<file path="config.mk">
export PLATFORM = sky130hd
export DESIGN_NAME = sensor_frame_crc_check_core_flat
export DESIGN_NICKNAME = d
export VERILOG_FILES = /design/src/sfcc_pkg.sv /design/src/sfcc_if.sv /design/src/sensor_frame_crc_check_core.sv /design/src/sfcc_frame.sv /design/src/sfcc_conv.sv /design/src/flat_wrapper.sv
export SDC_FILE = /design/constraint.sdc
export NUM_CORES = 1
export LEC_CHECK = 0
export ABC_AREA = 1
export BUFFER_PORTS_ARGS = -buffer_cell sky130_fd_sc_hd__buf_4
export CAP_MARGIN = 25
export CORE_ASPECT_RATIO = 1.75
export CORE_MARGIN = 2
export CORE_UTILIZATION = 60
export DETAILED_ROUTE_END_ITERATION = 7
export GPL_ROUTABILITY_DRIVEN = 1
export PLACE_DENSITY_LB_ADDON = 0.3
export SLEW_MARGIN = 25
export SYNTH_ARGS = -nofsm -noshare
export SYNTH_HDL_FRONTEND = slang
export SYNTH_SLANG_ARGS = --single-unit
</file>
<file path="constraint.sdc">
create_clock -name i_clk -period 8.4 [get_ports i_clk]
set_input_delay 1.68 -clock i_clk [delete_from_list [all_inputs] [get_ports i_clk]]
set_output_delay 1.68 -clock i_clk [all_outputs]
set_load 0.05 [all_outputs]
</file>
<file path="src/sfcc_pkg.sv">
// Package for the sensor frame CRC check core: frame types, status codes,
// CRC-8 and scaling constants. No dependencies.
package sfcc_pkg;

    localparam logic [7:0]  CRC_POLY    = 8'h31;
    localparam logic [7:0]  CRC_INIT    = 8'hFF;
    localparam logic [14:0] TEMP_SPAN   = 15'd17500;
    localparam logic [13:0] HUM_SPAN    = 14'd10000;
    localparam logic [14:0] TEMP_OFFSET = 15'd4500;
    localparam logic [16:0] FULL_SCALE  = 17'd65535;

    typedef enum logic [2:0] {
        POS_TEMP_HI  = 3'd0,
        POS_TEMP_LO  = 3'd1,
        POS_TEMP_CRC = 3'd2,
        POS_HUM_HI   = 3'd3,
        POS_HUM_LO   = 3'd4,
        POS_HUM_CRC  = 3'd5
    } t_pos;

    typedef enum logic [1:0] {
        ST_OK       = 2'd0,
        ST_TEMP_BAD = 2'd1,
        ST_HUM_BAD  = 2'd2
    } t_status;

    typedef struct packed {
        logic [15:0] temp_raw;
        logic [15:0] hum_raw;
        t_status     status;
    } t_frame;

    function automatic logic [7:0] crc8_feed(input logic [7:0] acc, input logic [7:0] b);
        logic [7:0] c;
        c = acc ^ b;
        for (int k = 0; k < 8; k++) begin
            if (c[7]) begin
                c = {c[6:0], 1'b0} ^ CRC_POLY;
            end else begin
                c = {c[6:0], 1'b0};
            end
        end
        return c;
    endfunction

endpackage

</file>
<file path="src/sfcc_if.sv">
// Handshake interfaces for the sensor frame CRC check core: byte input and
// result output. No dependencies.
interface sfcc_byte_if;
    logic       valid;
    logic       ready;
    logic [7:0] data_byte;
    modport source (output valid, output data_byte, input ready);
    modport sink (input valid, input data_byte, output ready);
endinterface

interface sfcc_res_if;
    logic               valid;
    logic               ready;
    logic [15:0]        temp_raw;
    logic [15:0]        hum_raw;
    logic signed [14:0] temp_centideg;
    logic [13:0]        hum_centipct;
    logic [1:0]         frame_status;
    modport source (output valid, output temp_raw, output hum_raw, output temp_centideg,
                    output hum_centipct, output frame_status, input ready);
    modport sink (input valid, input temp_raw, input hum_raw, input temp_centideg,
                  input hum_centipct, input frame_status, output ready);
endinterface

</file>
<file path="src/sensor_frame_crc_check_core.sv">
// Top level of the sensor frame CRC check core: frame assembler followed by
// the conversion pipeline. Depends on sfcc_pkg, sfcc_if, sfcc_frame, sfcc_conv.
//
//  channel   dir  handshake            payload
//  i_byte    in   valid/ready          data_byte
//  o_res     out  valid/ready          temp_raw, hum_raw, temp_centideg,
//                                      hum_centipct, frame_status
//
// One byte accepted per cycle while o_res is not stalled; every sixth byte
// yields one item, which passes through the frame register, the product
// register and the result register after its last byte.
// Synchronous active-low reset returns to the first byte of a frame.
// A stalled output fills the stages behind it, then holds i_byte.ready low.
module sensor_frame_crc_check_core import sfcc_pkg::*; (
    input  logic       i_clk,
    input  logic       i_rst_n,
    sfcc_byte_if.sink  i_byte,
    sfcc_res_if.source o_res
);

    logic    frm_valid, frm_ready;
    t_frame  frm;
    t_status status;

    sfcc_frame u_frame (
        .i_clk       (i_clk),
        .i_rst_n     (i_rst_n),
        .i_valid     (i_byte.valid),
        .o_ready     (i_byte.ready),
        .i_data_byte (i_byte.data_byte),
        .o_valid     (frm_valid),
        .i_ready     (frm_ready),
        .o_frame     (frm)
    );

    sfcc_conv u_conv (
        .i_clk           (i_clk),
        .i_rst_n         (i_rst_n),
        .i_valid         (frm_valid),
        .o_ready         (frm_ready),
        .i_frame         (frm),
        .o_valid         (o_res.valid),
        .i_ready         (o_res.ready),
        .o_temp_raw      (o_res.temp_raw),
        .o_hum_raw       (o_res.hum_raw),
        .o_temp_centideg (o_res.temp_centideg),
        .o_hum_centipct  (o_res.hum_centipct),
        .o_status        (status)
    );

    assign o_res.frame_status = status;

endmodule

</file>
<file path="src/sfcc_frame.sv">
// Frame assembler: tracks byte position, runs the CRC-8 and registers one
// raw frame with its status per six bytes. Depends on sfcc_pkg.
module sfcc_frame import sfcc_pkg::*; (
    input  logic       i_clk,
    input  logic       i_rst_n,
    input  logic       i_valid,
    output logic       o_ready,
    input  logic [7:0] i_data_byte,
    output logic       o_valid,
    input  logic       i_ready,
    output t_frame     o_frame
);

    t_pos        r_pos, n_pos;
    logic [7:0]  r_crc, n_crc;
    logic [15:0] r_temp, n_temp;
    logic [15:0] r_hum, n_hum;
    logic        r_bad, n_bad;
    logic        r_v, n_v;
    t_frame      r_frame, n_frame;
    logic        acc;
    logic        load_out;

    assign o_ready  = !r_v || i_ready;
    assign acc      = i_valid && o_ready;
    assign load_out = acc && (r_pos == POS_HUM_CRC);
    assign o_valid  = r_v;
    assign o_frame  = r_frame;

    always_comb begin
        n_pos   = r_pos;
        n_crc   = r_crc;
        n_temp  = r_temp;
        n_hum   = r_hum;
        n_bad   = r_bad;
        n_frame = r_frame;
        n_v     = r_v && !i_ready;
        if (acc) begin
            case (r_pos)
                POS_TEMP_LO: begin
                    n_temp = {r_temp[15:8], i_data_byte};
                    n_crc  = crc8_feed(r_crc, i_data_byte);
                    n_pos  = POS_TEMP_CRC;
                end
                POS_TEMP_CRC: begin
                    n_bad = (r_crc != i_data_byte);
                    n_pos = POS_HUM_HI;
                end
                POS_HUM_HI: begin
                    n_hum = {i_data_byte, 8'h00};
                    n_crc = crc8_feed(CRC_INIT, i_data_byte);
                    n_pos = POS_HUM_LO;
                end
                POS_HUM_LO: begin
                    n_hum = {r_hum[15:8], i_data_byte};
                    n_crc = crc8_feed(r_crc, i_data_byte);
                    n_pos = POS_HUM_CRC;
                end
                POS_HUM_CRC: begin
                    n_frame.temp_raw = r_temp;
                    n_frame.hum_raw  = r_hum;
                    if (r_bad) begin
                        n_frame.status = ST_TEMP_BAD;
                    end else if (r_crc != i_data_byte) begin
                        n_frame.status = ST_HUM_BAD;
                    end else begin
                        n_frame.status = ST_OK;
                    end
                    n_v   = 1'b1;
                    n_pos = POS_TEMP_HI;
                    n_crc = CRC_INIT;
                    n_bad = 1'b0;
                end
                default: begin
                    n_temp = {i_data_byte, 8'h00};
                    n_crc  = crc8_feed(CRC_INIT, i_data_byte);
                    n_pos  = POS_TEMP_LO;
                end
            endcase
        end
    end

    always_ff @(posedge i_clk) begin
        if (!i_rst_n) begin
            r_pos  <= POS_TEMP_HI;
            r_crc  <= CRC_INIT;
            r_temp <= 16'h0000;
            r_hum  <= 16'h0000;
            r_bad  <= 1'b0;
            r_v    <= 1'b0;
        end else begin
            r_pos  <= n_pos;
            r_crc  <= n_crc;
            r_temp <= n_temp;
            r_hum  <= n_hum;
            r_bad  <= n_bad;
            r_v    <= n_v;
        end
    end

    always_ff @(posedge i_clk) begin
        r_frame <= n_frame;
    end

    a_frame_end_restart: assert property (@(posedge i_clk) disable iff (!i_rst_n)
        load_out |=> (r_pos == POS_TEMP_HI) && (r_crc == CRC_INIT) && !r_bad)
        else $error("frame state not restarted after last byte");

    a_frame_out_loaded: assert property (@(posedge i_clk) disable iff (!i_rst_n)
        load_out |=> r_v)
        else $error("frame result not registered after last byte");

    a_frame_no_spurious: assert property (@(posedge i_clk) disable iff (!i_rst_n)
        !r_v ##1 r_v |-> $past(load_out))
        else $error("frame result raised without a last byte");

endmodule

</file>
<file path="src/sfcc_conv.sv">
// Conversion pipeline: scales the raw words to centidegrees and centipercent
// (multiply, divide by full scale, subtract temperature offset). Depends on sfcc_pkg.
module sfcc_conv import sfcc_pkg::*; (
    input  logic               i_clk,
    input  logic               i_rst_n,
    input  logic               i_valid,
    output logic               o_ready,
    input  t_frame             i_frame,
    output logic               o_valid,
    input  logic               i_ready,
    output logic [15:0]        o_temp_raw,
    output logic [15:0]        o_hum_raw,
    output logic signed [14:0] o_temp_centideg,
    output logic [13:0]        o_hum_centipct,
    output t_status            o_status
);

    logic               r_v1, r_v2;
    logic               free2, adv1, adv2;
    t_frame             r_f1;
    logic [30:0]        r_tp;
    logic [29:0]        r_hp;
    logic [14:0]        tq;
    logic [13:0]        hq;
    logic [16:0]        tr, hr;
    logic [15:0]        r_temp_raw, r_hum_raw;
    logic signed [14:0] r_temp_c;
    logic [13:0]        r_hum_c;
    t_status            r_status;

    assign free2   = !r_v2 || i_ready;
    assign o_ready = !r_v1 || free2;
    assign adv1    = i_valid && o_ready;
    assign adv2    = r_v1 && free2;

    // floor(p / 65535): p = q*65536 + lo = q*65535 + (lo + q), remainder below 2*65535
    always_comb begin
        tr = {1'b0, r_tp[15:0]} + {2'b00, r_tp[30:16]};
        tq = r_tp[30:16] + {14'd0, (tr >= FULL_SCALE)};
        hr = {1'b0, r_hp[15:0]} + {3'b000, r_hp[29:16]};
        hq = r_hp[29:16] + {13'd0, (hr >= FULL_SCALE)};
    end

    always_ff @(posedge i_clk) begin
        if (!i_rst_n) begin
            r_v1 <= 1'b0;
            r_v2 <= 1'b0;
        end else begin
            if (o_ready) begin
                r_v1 <= i_valid;
            end
            if (free2) begin
                r_v2 <= r_v1;
            end
        end
    end

    always_ff @(posedge i_clk) begin
        if (adv1) begin
            r_f1 <= i_frame;
            r_tp <= 31'(i_frame.temp_raw * TEMP_SPAN);
            r_hp <= 30'(i_frame.hum_raw * HUM_SPAN);
        end
        if (adv2) begin
            r_temp_raw <= r_f1.temp_raw;
            r_hum_raw  <= r_f1.hum_raw;
            r_temp_c   <= $signed(tq - TEMP_OFFSET);
            r_hum_c    <= hq;
            r_status   <= r_f1.status;
        end
    end

    assign o_valid         = r_v2;
    assign o_temp_raw      = r_temp_raw;
    assign o_hum_raw       = r_hum_raw;
    assign o_temp_centideg = r_temp_c;
    assign o_hum_centipct  = r_hum_c;
    assign o_status        = r_status;

    a_conv_advance: assert property (@(posedge i_clk) disable iff (!i_rst_n)
        adv2 |=> r_v2)
        else $error("conversion stage lost an item");

    a_conv_hold: assert property (@(posedge i_clk) disable iff (!i_rst_n)
        r_v1 && !free2 |=> r_v1 && $stable(r_tp) && $stable(r_hp))
        else $error("stalled product stage changed");

    a_conv_range: assert property (@(posedge i_clk) disable iff (!i_rst_n)
        r_v2 |-> (r_hum_c <= HUM_SPAN) && (r_temp_c >= -15'sd4500) && (r_temp_c <= 15'sd13000))
        else $error("converted value out of range");

endmodule

</file>
<file path="src/flat_wrapper.sv">
// flat-port wrapper written by rule: the top's interface ports become plain ports
module sensor_frame_crc_check_core_flat import sfcc_pkg::*;
  (i_clk, i_rst_n, i_byte_valid, i_byte_data_byte, i_byte_ready, o_res_valid, o_res_temp_raw, o_res_hum_raw, o_res_temp_centideg, o_res_hum_centipct, o_res_frame_status, o_res_ready);
  sfcc_byte_if i_byte_i ();
  sfcc_res_if o_res_i ();
  input  logic i_clk;
  input  logic i_rst_n;
  input wire logic [$bits(i_byte_i.valid)-1:0] i_byte_valid;
  input wire logic [$bits(i_byte_i.data_byte)-1:0] i_byte_data_byte;
  output wire logic [$bits(i_byte_i.ready)-1:0] i_byte_ready;
  output wire logic [$bits(o_res_i.valid)-1:0] o_res_valid;
  output wire logic [$bits(o_res_i.temp_raw)-1:0] o_res_temp_raw;
  output wire logic [$bits(o_res_i.hum_raw)-1:0] o_res_hum_raw;
  output wire logic [$bits(o_res_i.temp_centideg)-1:0] o_res_temp_centideg;
  output wire logic [$bits(o_res_i.hum_centipct)-1:0] o_res_hum_centipct;
  output wire logic [$bits(o_res_i.frame_status)-1:0] o_res_frame_status;
  input wire logic [$bits(o_res_i.ready)-1:0] o_res_ready;
  assign i_byte_i.valid = i_byte_valid;
  assign i_byte_i.data_byte = i_byte_data_byte;
  assign i_byte_ready = i_byte_i.ready;
  assign o_res_valid = o_res_i.valid;
  assign o_res_temp_raw = o_res_i.temp_raw;
  assign o_res_hum_raw = o_res_i.hum_raw;
  assign o_res_temp_centideg = o_res_i.temp_centideg;
  assign o_res_hum_centipct = o_res_i.hum_centipct;
  assign o_res_frame_status = o_res_i.frame_status;
  assign o_res_i.ready = o_res_ready;
  sensor_frame_crc_check_core u_core (.i_clk(i_clk), .i_rst_n(i_rst_n), .i_byte(i_byte_i), .o_res(o_res_i));
endmodule
</file>
==> reports/metrics.csv <==
metric,value,unit
status,"finished, final reports clean",
crit path kind,flip-flop to flip-flop,
CTS H-tree depth,1,
synthesis-to-layout area growth,9.607,%
DR vias,11399,
Slowest Stage Delay on Critical Path,0.54,ns
Least-Margin Pin Slew,0.8976,ns
post-cts hold buffer count,0,
clock skew,0.02487,ns
core area,0.02659,mm²
row count,79,
CTS tree,yes,
Lkg Pwr,8.367,nW
WL final,34580,µm
final setup TNS,0,ns
Final min period,4.768,ns
Num CTS Buffers,21,
Die W,128.2,µm
"Critical Path, Cell by Cell",inv_1 -> fa_1 -> inv_1 -> ha_1 -> inv_1 -> fa_1 -> inv_1 -> ha_1 -> inv_1 -> fa_1 -> inv_1 -> ha_1 -> a21oi_1 -> o21ai_0 -> a21oi_1 -> o21ai_2 -> nand3_1 -> nand2_1 -> xor2_1,
most frequent CP cell,inv_1,
"EDFF count, synth",181,
DRT iter0 DRCs,415,
fin nets,2057,
synth cell count leaders,"inv_1, nand2_1, ha_1, edfxtp_1, a21oi_1",
cells after synthesis,1683,
Startpoint Class,flip-flop,
ratio of final minimum period to clock period,56.76,%
GRT Total Usage,25.02,%
most frequent cell after synthesis,inv_1,
fraction of layout cells with a size suffix above 1,10.49,%
first-pass GRT wire length,56080,µm
Clock transition at path regs,0.07,ns
Inserted Diodes,0,
unrepaired setup endpoints after global routing,false,
Die Ht,221.4,µm
average wire per standard cell,16.42,µm
CP arrival,5.04,ns
Mapped Area,0.01620,mm²
post-synthesis sequential area ratio,39.36,%
register bit total from synthesis,228,
Hold Crit Class,flip-flop to flip-flop,
max cap viols,0,
total grt overflow,0,
final setup vio count,0,
post-DP HPWL,27990,µm
# Post-CTS Setup Buffers,0,
CTS resizes,0,
"Buf+Inv Stages, Crit Path",6,
I/O pin total,77,
Non-Filler Instances,2106,
initial antenna violation count,0,
first drt pass iteration count,4,
DR vias/cell,5.413,
worst skew pair latency,0.52,ns
Setup crit end kind,flip-flop,
CTS Buffer Depth,3,
Critical Path RT,8.67,ns
top_reg_cell synth,edfxtp_1,
"FFs w/ async S/R, synth",0,%
syn_nets,1972,
largest net degree at the start of global routing,85,
"top cells by area, synth","edfxtp_1, ha_1, fa_1",
port bufs,76,
Setup WS pre-CTS,3.715,ns
dpl cells,2069,
Initial Util,60.93,%
Sink Count,228,
Pwr per Cell Area,134.2,mW/mm²
fillers,2133,
Max-slew headroom,40.16,%
maximum vdd drop,0.0001388,V
Synth area leader,edfxtp_1,
DR DRC count,0,
Placer Congestion,0.9864,
Netlist cell types,49,
f_max,209.7,MHz
CP Max Fanout,4,
Yosys warning count,0,
Worst path slowest cell,fa_1,
average size of a mapped cell,9.626,µm²
Root Driver,clkbuf_16,
Crit path max-delay family,adder cells,
remaining antenna violation count after routing,0,
worst setup margin,3.632,ns
vias in the first global route,11889,
Die Area,0.02838,mm²
Final Max Tran Viols,0,
Fin. Hold Viols,0,
top cell type's share of synthesized area,33.55,%
-- placed cells by master, fill, tap and decap left out, types with 3 or more instances in the layout --
master	Yosys	routed
ha_1	195	195
o21ai_2	3	3
nor3_1	13	13
o211ai_1	5	5
edfxtp_1	181	181
dfxtp_1	47	47
nand2_4	3	3
xor2_1	56	56
clkbuf_16	0	21
inv_4	3	3
a31oi_1	7	7
inv_1	320	318
nor4_1	5	5
nand3b_1	15	15
o21ai_1	9	9
nand2_1	295	295
xnor2_1	24	24
o21ai_0	37	37
nor2_4	6	6
a21o_1	6	6
inv_2	13	14
nand2_2	19	19
nand4_1	16	16
nor2_1	78	77
buf_4	5	78
clkbuf_1	4	4
a211oi_1	4	4
o21bai_1	10	10
nand3_1	80	80
fa_1	82	82
nand3_2	5	5
clkinv_2	0	6
nor2_2	6	7
a21oi_1	102	101
-- state kept, by name (all words and copies together) (netlist names), 2 cells and up --
register and flops:
u_core.u_conv.o_hum_centipct 14, u_core.u_conv.o_hum_raw 16, u_core.u_conv.o_status 2, u_core.u_conv.o_temp_centideg 15
u_core.u_conv.o_temp_raw 16, u_core.u_conv.r_f1 34, u_core.u_conv.r_hp 22, u_core.u_conv.r_tp 28
u_core.u_frame.o_frame 34, u_core.u_frame.r_crc 8, u_core.u_frame.r_hum 16, u_core.u_frame.r_pos 3
u_core.u_frame.r_temp 16
-- where the power goes --
group	total (W)	leakage, nW	internal, W	switching (W)
clock network	0.000930	0.325	0.000514	0.000416
logic	0.000222	6.02	0.0000752	0.000147
registers	0.00123	2.02	0.00122	0.0000104
total	0.00238	8.37	0.00181	0.000574
-- per-stage QoR --
stage | power (W) | utilization, % | hold slack [ns] | area (µm²)
finish | 0.002383 | 66.78 | 0.4174 | 17760
global route | 0.002469 | 66.78 | 0.4266 | 17760
CTS | 0.002407 | 66.77 | 0.4201 | 17750
detailed placement | 0.001477 | 64.30 | 0.4045 | 17100
global placement | 0.001474 | 64.30 | 0.4002 | 17100
floorplan | 0.001423 | - | 0.4003 | 16200
-- worst register-to-register path, stage by stage (launching register included) --
cell	delay (ns)
edfxtp_1	0.52
inv_1	0.20
fa_1	0.54
inv_1	0.04
ha_1	0.26
inv_1	0.05
fa_1	0.53
inv_1	0.04
ha_1	0.28
inv_1	0.06
fa_1	0.50
inv_1	0.04
ha_1	0.35
a21oi_1	0.25
o21ai_0	0.18
a21oi_1	0.29
o21ai_2	0.13
nand3_1	0.09
nand2_1	0.06
xor2_1	0.13
-- final cells by class --
cell class | instances | area, µm² | area share, %
multi-input combinational | 1102 | 8452 | 47.60
inverter | 336 | 1270 | 7.152
sequential | 228 | 6376 | 35.91
timing repair buffer | 79 | 596.8 | 3.361
tap | 324 | 405.4 | 2.283
clock buffer | 27 | 568.0 | 3.199
clock inverter | 10 | 88.84 | 0.5003
-- final timing paths --
check,start,end,slack [ns],cells after the start
min reg2reg,u_core.u_conv.r_f1[33],u_core.u_conv.o_temp_raw[15],0.42,0
max,u_core.u_frame.o_frame[7],u_core.u_conv.r_hp[25],3.63,19
min,u_core.u_conv.r_f1[33],u_core.u_conv.o_temp_raw[15],0.42,0
max reg2reg,u_core.u_frame.o_frame[7],u_core.u_conv.r_hp[25],3.63,19
-- metal layers --
metal	track usage, %	wire [µm]
met4	13.19	1963
met1	25.63	12610
met5	0	0
met3	2.466	1014
met2	48.52	18990
-- cells by family after synthesis --
| logic type | after synthesis | share of synthesized area (%) |
|---|---|---|
| buffers and inverters | 353 | 8.557 |
| flip-flops | 228 | 39.36 |
| XOR/XNOR | 85 | 4.897 |
| AO/OA/AOI/OAI | 190 | 6.611 |
| adder cells (fa/ha/maj) | 277 | 25.19 |
| AND/OR/NAND/NOR | 550 | 15.38 |
No activity file was read; power rests on OpenSTA's default activity.
